`src/hdl/mhe_pkg.sv`:
```
`default_nettype none

package mhe_pkg;

    // Request kinds carried in the slave-side tuser field.
    localparam logic [1:0] REQ_UINT  = 2'd0;
    localparam logic [1:0] REQ_BIN   = 2'd1;
    localparam logic [1:0] REQ_ARRAY = 2'd2;
    localparam logic [1:0] REQ_NIL   = 2'd3;

    // MessagePack format bytes.
    localparam logic [7:0] FMT_UINT8    = 8'hCC;
    localparam logic [7:0] FMT_UINT16   = 8'hCD;
    localparam logic [7:0] FMT_UINT32   = 8'hCE;
    localparam logic [7:0] FMT_UINT64   = 8'hCF;
    localparam logic [7:0] FMT_BIN8     = 8'hC4;
    localparam logic [7:0] FMT_BIN16    = 8'hC5;
    localparam logic [7:0] FMT_BIN32    = 8'hC6;
    localparam logic [7:0] FMT_ARRAY16  = 8'hDC;
    localparam logic [7:0] FMT_ARRAY32  = 8'hDD;
    localparam logic [3:0] FMT_FIXARRAY = 4'h9;
    // Nil goes out as an empty fixarray.
    localparam logic [7:0] FMT_NIL      = 8'h90;

    // Longest sequence: one format byte plus eight payload bytes.
    localparam int unsigned FRM_BYTES = 9;
    localparam int unsigned FRM_W     = FRM_BYTES * 8;
    localparam int unsigned CNT_W     = $clog2(FRM_BYTES + 1);

    // One encoded sequence, first byte in the top bits.
    typedef struct packed {
        logic             valid;
        logic [FRM_W-1:0] bytes;
        logic [CNT_W-1:0] count;
    } t_frame;

endpackage

`default_nettype wire

```
`src/hdl/msgpack_header_encoder.sv`:
```
// MessagePack header encoder.
// Slave channel: one transaction is one request. tuser carries the kind
// (unsigned integer, binary header, array header, nil) and tdata the
// 64-bit value or size. Master channel: one transaction per encoded byte,
// tlast set on the final byte of each request's sequence.
// A request turns into 1 to 9 bytes: positive fixint, fixarray and nil take
// one, uint64 takes nine. The master port moves one byte per cycle while the
// receiver holds tready high, and requests follow each other with no gap in
// the byte stream.
// The first byte passes through the input register, then the shift buffer,
// then the output register before it is presented.
// The input register is refilled in the cycle the shift buffer picks up its
// frame, so a new request is taken while the previous one is still draining.
// When the receiver holds tready low, the output byte holds, the shift
// buffer and input register fill, and then tready on the slave side drops.
// Reset (synchronous, active low) empties all stages; no byte is
// presented, and a fresh request is taken as soon as reset is released.
`default_nettype none

module msgpack_header_encoder
    import mhe_pkg::*;
(
    input  wire logic        i_clk,
    input  wire logic        i_rst_n,
    input  wire logic        i_s_axis_tvalid,
    output logic             o_s_axis_tready,
    input  wire logic [63:0] i_s_axis_tdata,   // value[63:0]
    input  wire logic [1:0]  i_s_axis_tuser,   // req_type[1:0]
    output logic             o_m_axis_tvalid,
    input  wire logic        i_m_axis_tready,
    output logic [7:0]       o_m_axis_tdata,   // out_byte[7:0]
    output logic             o_m_axis_tlast    // last
);

    t_frame frm;
    logic   take;

    mhe_encode u_encode (
        .i_clk           (i_clk),
        .i_rst_n         (i_rst_n),
        .i_s_axis_tvalid (i_s_axis_tvalid),
        .o_s_axis_tready (o_s_axis_tready),
        .i_s_axis_tdata  (i_s_axis_tdata),
        .i_s_axis_tuser  (i_s_axis_tuser),
        .i_take          (take),
        .o_frm           (frm)
    );

    mhe_serializer u_serializer (
        .i_clk           (i_clk),
        .i_rst_n         (i_rst_n),
        .i_frm           (frm),
        .o_take          (take),
        .o_m_axis_tvalid (o_m_axis_tvalid),
        .i_m_axis_tready (i_m_axis_tready),
        .o_m_axis_tdata  (o_m_axis_tdata),
        .o_m_axis_tlast  (o_m_axis_tlast)
    );

    // The serializer only picks up a frame that the encoder holds.
    a_take_needs_frame: assert property (@(posedge i_clk) disable iff (!i_rst_n)
        take |-> frm.valid)
        else $error("frame taken while encoder stage empty");

    // Every encoded frame has one of the legal MessagePack lengths.
    a_frame_length: assert property (@(posedge i_clk) disable iff (!i_rst_n)
        frm.valid |-> (frm.count == CNT_W'(1)) || (frm.count == CNT_W'(2)) ||
                      (frm.count == CNT_W'(3)) || (frm.count == CNT_W'(5)) ||
                      (frm.count == CNT_W'(9)))
        else $error("illegal frame length");

    // Reset leaves no byte on the master side.
    a_reset_clears_out: assert property (@(posedge i_clk)
        !i_rst_n |=> !o_m_axis_tvalid)
        else $error("output valid after reset");

    // A stalled slave side means the input register holds a request.
    a_stall_has_request: assert property (@(posedge i_clk) disable iff (!i_rst_n)
        !o_s_axis_tready |-> frm.valid && !take)
        else $error("slave stalled with no pending request");

endmodule

`default_nettype wire

```
`src/hdl/mhe_encode.sv`:
```
`default_nettype none

module mhe_encode
    import mhe_pkg::*;
(
    input  wire logic        i_clk,
    input  wire logic        i_rst_n,
    input  wire logic        i_s_axis_tvalid,
    output logic             o_s_axis_tready,
    input  wire logic [63:0] i_s_axis_tdata,   // value[63:0]
    input  wire logic [1:0]  i_s_axis_tuser,   // req_type[1:0]
    input  wire logic        i_take,
    output t_frame           o_frm
);

    logic        r_valid;
    logic [1:0]  r_type;
    logic [63:0] r_value;
    logic        n_valid;
    logic        accept;

    // The input register frees up in the same cycle the serializer takes its frame.
    assign o_s_axis_tready = !r_valid || i_take;
    assign accept          = i_s_axis_tvalid && o_s_axis_tready;

    always_comb begin
        n_valid = r_valid;
        if (i_take) begin
            n_valid = 1'b0;
        end
        if (accept) begin
            n_valid = 1'b1;
        end
    end

    always_ff @(posedge i_clk) begin
        if (!i_rst_n) begin
            r_valid <= 1'b0;
        end else begin
            r_valid <= n_valid;
        end
    end

    always_ff @(posedge i_clk) begin
        if (accept) begin
            r_type  <= i_s_axis_tuser;
            r_value <= i_s_axis_tdata;
        end
    end

    // Range tests on the registered value.
    logic fits7, fits4, fits8, fits16, fits32;
    assign fits4  = (r_value[63:4]  == '0);
    assign fits7  = (r_value[63:7]  == '0);
    assign fits8  = (r_value[63:8]  == '0);
    assign fits16 = (r_value[63:16] == '0);
    assign fits32 = (r_value[63:32] == '0);

    // Pick the shortest form and left-align format byte and big-endian payload.
    always_comb begin
        o_frm.valid = r_valid;
        o_frm.bytes = {FMT_NIL, 64'd0};
        o_frm.count = CNT_W'(1);
        case (r_type)
            REQ_UINT: begin
                if (fits7) begin
                    o_frm.bytes = {r_value[7:0], 64'd0};
                    o_frm.count = CNT_W'(1);
                end else if (fits8) begin
                    o_frm.bytes = {FMT_UINT8, r_value[7:0], 56'd0};
                    o_frm.count = CNT_W'(2);
                end else if (fits16) begin
                    o_frm.bytes = {FMT_UINT16, r_value[15:0], 48'd0};
                    o_frm.count = CNT_W'(3);
                end else if (fits32) begin
                    o_frm.bytes = {FMT_UINT32, r_value[31:0], 32'd0};
                    o_frm.count = CNT_W'(5);
                end else begin
                    o_frm.bytes = {FMT_UINT64, r_value};
                    o_frm.count = CNT_W'(9);
                end
            end
            REQ_BIN: begin
                if (fits8) begin
                    o_frm.bytes = {FMT_BIN8, r_value[7:0], 56'd0};
                    o_frm.count = CNT_W'(2);
                end else if (fits16) begin
                    o_frm.bytes = {FMT_BIN16, r_value[15:0], 48'd0};
                    o_frm.count = CNT_W'(3);
                end else begin
                    // Sizes beyond 32 bits keep only their low word.
                    o_frm.bytes = {FMT_BIN32, r_value[31:0], 32'd0};
                    o_frm.count = CNT_W'(5);
                end
            end
            REQ_ARRAY: begin
                if (fits4) begin
                    o_frm.bytes = {FMT_FIXARRAY, r_value[3:0], 64'd0};
                    o_frm.count = CNT_W'(1);
                end else if (fits16) begin
                    o_frm.bytes = {FMT_ARRAY16, r_value[15:0], 48'd0};
                    o_frm.count = CNT_W'(3);
                end else begin
                    o_frm.bytes = {FMT_ARRAY32, r_value[31:0], 32'd0};
                    o_frm.count = CNT_W'(5);
                end
            end
            default: begin
                // Nil ignores the value.
                o_frm.bytes = {FMT_NIL, 64'd0};
                o_frm.count = CNT_W'(1);
            end
        endcase
    end

endmodule

`default_nettype wire

```
`src/hdl/mhe_serializer.sv`:
```
`default_nettype none

module mhe_serializer
    import mhe_pkg::*;
(
    input  wire logic       i_clk,
    input  wire logic       i_rst_n,
    input  wire t_frame     i_frm,
    output logic            o_take,
    output logic            o_m_axis_tvalid,
    input  wire logic       i_m_axis_tready,
    output logic [7:0]      o_m_axis_tdata,   // out_byte[7:0]
    output logic            o_m_axis_tlast    // last
);

    logic [FRM_W-1:0] r_buf;
    logic [FRM_W-1:0] n_buf;
    logic [CNT_W-1:0] r_cnt;
    logic [CNT_W-1:0] n_cnt;
    logic             r_out_valid;
    logic             n_out_valid;
    logic [7:0]       r_out_byte;
    logic [7:0]       n_out_byte;
    logic             r_out_last;
    logic             n_out_last;
    logic             can_out;
    logic             move;
    logic             frm_free;

    // A buffered byte goes to the output register if that register is empty or drained.
    assign can_out  = !r_out_valid || i_m_axis_tready;
    assign move     = (r_cnt != '0) && can_out;
    assign frm_free = (r_cnt == '0) || (move && (r_cnt == CNT_W'(1)));
    assign o_take   = frm_free && i_frm.valid;

    // Shift buffer: the next byte is always in the top lane.
    always_comb begin
        n_buf = r_buf;
        n_cnt = r_cnt;
        if (move) begin
            n_buf = {r_buf[FRM_W-9:0], 8'h00};
            n_cnt = r_cnt - CNT_W'(1);
        end
        if (o_take) begin
            n_buf = i_frm.bytes;
            n_cnt = i_frm.count;
        end
    end

    // Output register.
    always_comb begin
        n_out_valid = r_out_valid;
        n_out_byte  = r_out_byte;
        n_out_last  = r_out_last;
        if (can_out) begin
            n_out_valid = move;
            n_out_byte  = r_buf[FRM_W-1 -: 8];
            n_out_last  = (r_cnt == CNT_W'(1));
        end
    end

    always_ff @(posedge i_clk) begin
        if (!i_rst_n) begin
            r_cnt       <= '0;
            r_out_valid <= 1'b0;
        end else begin
            r_cnt       <= n_cnt;
            r_out_valid <= n_out_valid;
        end
    end

    always_ff @(posedge i_clk) begin
        r_buf      <= n_buf;
        r_out_byte <= n_out_byte;
        r_out_last <= n_out_last;
    end

    assign o_m_axis_tvalid = r_out_valid;
    assign o_m_axis_tdata  = r_out_byte;
    assign o_m_axis_tlast  = r_out_last;

endmodule

`default_nettype wire
```
`config.mk`:
```
export PLATFORM = sky130hd
export DESIGN_NAME = msgpack_header_encoder
export DESIGN_NICKNAME = d
export VERILOG_FILES = /design/src/hdl/mhe_pkg.sv /design/src/hdl/msgpack_header_encoder.sv /design/src/hdl/mhe_encode.sv /design/src/hdl/mhe_serializer.sv
export SDC_FILE = /design/constraint.sdc
export NUM_CORES = 1
export LEC_CHECK = 0
export BUFFER_PORTS_ARGS = -buffer_cell sky130_fd_sc_hd__buf_4
export CORE_ASPECT_RATIO = 1.5
export CORE_MARGIN = 1.5
export CORE_UTILIZATION = 30
export DETAILED_ROUTE_END_ITERATION = 8
export SYNTH_ARGS = -nofsm -noshare
export SYNTH_HDL_FRONTEND = slang
export SYNTH_SLANG_ARGS = --single-unit
```
`constraint.sdc`:
```
create_clock -name i_clk -period 3.7 [get_ports i_clk]
set_input_delay 0.74 -clock i_clk [delete_from_list [all_inputs] [get_ports i_clk]]
set_output_delay 0.74 -clock i_clk [all_outputs]
set_load 0.1 [all_outputs]
```
==> metrics.txt <==
Nets=646; RSZ-0062 raised after global routing=no; data arrival time of the worst path=3300 ps; wire length per cell=19.0 um; Clock Tree Buf Depth=2; commonest non-fill, non-tap cell in the layout=edfxtp_1; die area=22800 um^2; Req. time, crit path=3860 ps; CTS tree=built; hpwl dp=11500 um; Max Slew Vio Count=0; end of the worst register-to-register path=u_serializer.r_buf[67]; Initial Utilization=0.305; Slew HR=0.465; Worst setup EP type=flip-flop; hold_buf cts=0; Syn Area/Cell=13.5 um^2; gr usage total=0.148; WHS Path Cells=0; slowest cell delay on critical path=680 ps; Die X=124 um; Total Wirelength=16300 um; Power Density=840 nW/um^2; die height=184 um; status=completed; H-tree depth=4; Root Buffer=clkbuf_16; Cell variety after synth=55; Leak=3.00 nW; sink of the worst hold path=u_serializer.o_m_axis_tdata[6]; maximum VDD drop=0.378 mV; core area=21600 um^2; max_cap viols=0; worst-path maximum fanout=12; reg2reg setup slack=560 ps; routed vias=4410; first-pass GRT wire length=24600 um; ratio of final minimum period to clock period=0.848; PortBufs=80; setup_tns=0 ps; Remaining DRCs=0; Post-synth EDFFs=147; hold path start=u_serializer.r_buf[70]; Post-synth top flop=edfxtp_1; Overflow after GRT=0; Layout area overhead=23.3%; number of detailed-route iterations in the first pass=5; Setup-failing EPs final=0; Clock Skew=9.99 ps; CP Launch Type=flip-flop; Worst Path Buf+Inv=0; Post-Synthesis Cells=486; Peak Freq=0.319 GHz; sequential element share of the synthesized area=0.691; asr flop ratio synth=0; vias in the first global route=4393; most frequent cells in the layout=147 x edfxtp_1, 90 x buf_4, 68 x nand2_1, 25 x a22o_1, 23 x nand3_1; GPL Wtd Cong=0.848; Reg clk slew, reported paths=60 ps; mapped cell area=6570 um^2; CP max-delay cell=o41ai_1; DR vias/cell=5.16; CP cell instances=nor4_2, nand4_2, or2_2, o41ai_1, and2_1, o21ai_0; Worst Max-Slew Pin Slew=795 ps; Crit Path Class=reg -> reg; layout cells sized above 1=0.239; R2R depth=6; CP top delay family=simple AND/OR/NAND/NOR gates; Hold Path Class=reg -> reg; setup bufs post-CTS=0; site row count=66; Iter 0 DRT Violations=345; Fin. Hold Viols=0; area taken by multi-input logic gates=1900 um^2; CTS Sinks=153; fillers=2032; clock latency on the worst-skew pair=430 ps; Synthesis Warnings=0; syn_nets=562; n_diodes=0; largest net degree at the start of global routing=49; ANT nets after route=0; Reg-to-Reg Start=u_encode.r_value[58]; Seq cells post-synth=153; Ports=81; Final Critical Period=3140 ps; Gates resized, CTS repair=0; FF+latch area=4530 um^2; hold_ws=418 ps; initial antenna violation count=0; TritonCTS Buffers=17
-- area by class of cell --
class,count,share of cell area
clock buffers,18,0.0530
clock inverters,13,0.0239
inverters,7,0.00324
multi-input cells,301,0.235
flip-flops and latches,153,0.560
well taps,272,0.0420
repair buffers,90,0.0834
-- metrics by stage --
stage	power [W]	utilization	setup WS, ps	instance area, um^2	cells
2_1_floorplan	0.00442	-	95.5	6570	486
3_3_place_gp	0.00493	0.347	531	7480	823
3_5_place_dp	0.00499	0.347	591	7480	823
4_1_cts	0.00685	0.376	566	8100	854
5_1_grt	0.00712	0.376	460	8100	854
6_report	0.00680	0.376	561	8100	854
-- cell usage after synthesis, drive strengths merged, types with 7 or more instances --
library cell	count	area share
edfxtp	147	0.67
clkbuf	14	0.0080
a22oi	7	0.0080
nand2	68	0.039
o21ai	23	0.018
nor4	16	0.022
a21oi	21	0.016
nand4	7	0.0095
and2	21	0.020
inv	7	0.0040
nor2	18	0.010
buf	11	0.0099
nand3	23	0.018
a22o	25	0.033
a21o	9	0.010
-- registers in the layout, indices dropped and copies added, names as in the netlist --
signal                        flops
u_serializer.o_m_axis_tvalid      1
u_encode.r_type                   2
u_serializer.o_m_axis_tdata       8
u_encode.r_value                 64
u_serializer.r_cnt                4
u_serializer.o_m_axis_tlast       1
u_encode.r_valid                  1
u_serializer.r_buf               72
-- per-layer routing --
layer | GRT usage | up-vias | share of wire
li1 | - | 2050 | -
met4 | 0.0579 | 0 | 0.023
met1 | 0.168 | 2143 | 0.38
met5 | 0 | - | 0
met3 | 0.0313 | 29 | 0.058
met2 | 0.267 | 188 | 0.54
-- cells by family after synthesis --
family                     Yosys count  share of synthesized area
and+or+nand+nor                    175                      0.143
adders and majority gates            6                     0.0114
muxes                                1                    0.00171
AOI/OAI and AO/OA                  119                      0.131
buffers and inverters               32                     0.0219
DFF                                153                      0.691
-- how the worst max path moves through the flow --
stage,endpoint,from,cells after the start
floorplan,u_encode.r_type[0],u_serializer.o_m_axis_tvalid,4
finish,u_serializer.r_buf[67],u_encode.r_value[58],6
CTS,u_serializer.r_buf[67],u_encode.r_value[42],6
global placement,u_serializer.r_buf[67],u_encode.r_value[42],6
global route,u_serializer.r_buf[67],u_encode.r_value[42],6
detailed placement,u_serializer.r_buf[67],u_encode.r_value[42],6
-- power breakdown --
group | total (W) | switching (W) | internal [W] | leakage [nW]
sequential | 0.00309 | 0.000277 | 0.00282 | 1.52
combinational | 0.00187 | 0.00127 | 0.000598 | 1.17
clock | 0.00184 | 0.000703 | 0.00113 | 0.302
Note: power is estimated with default switching activity, not from simulation.
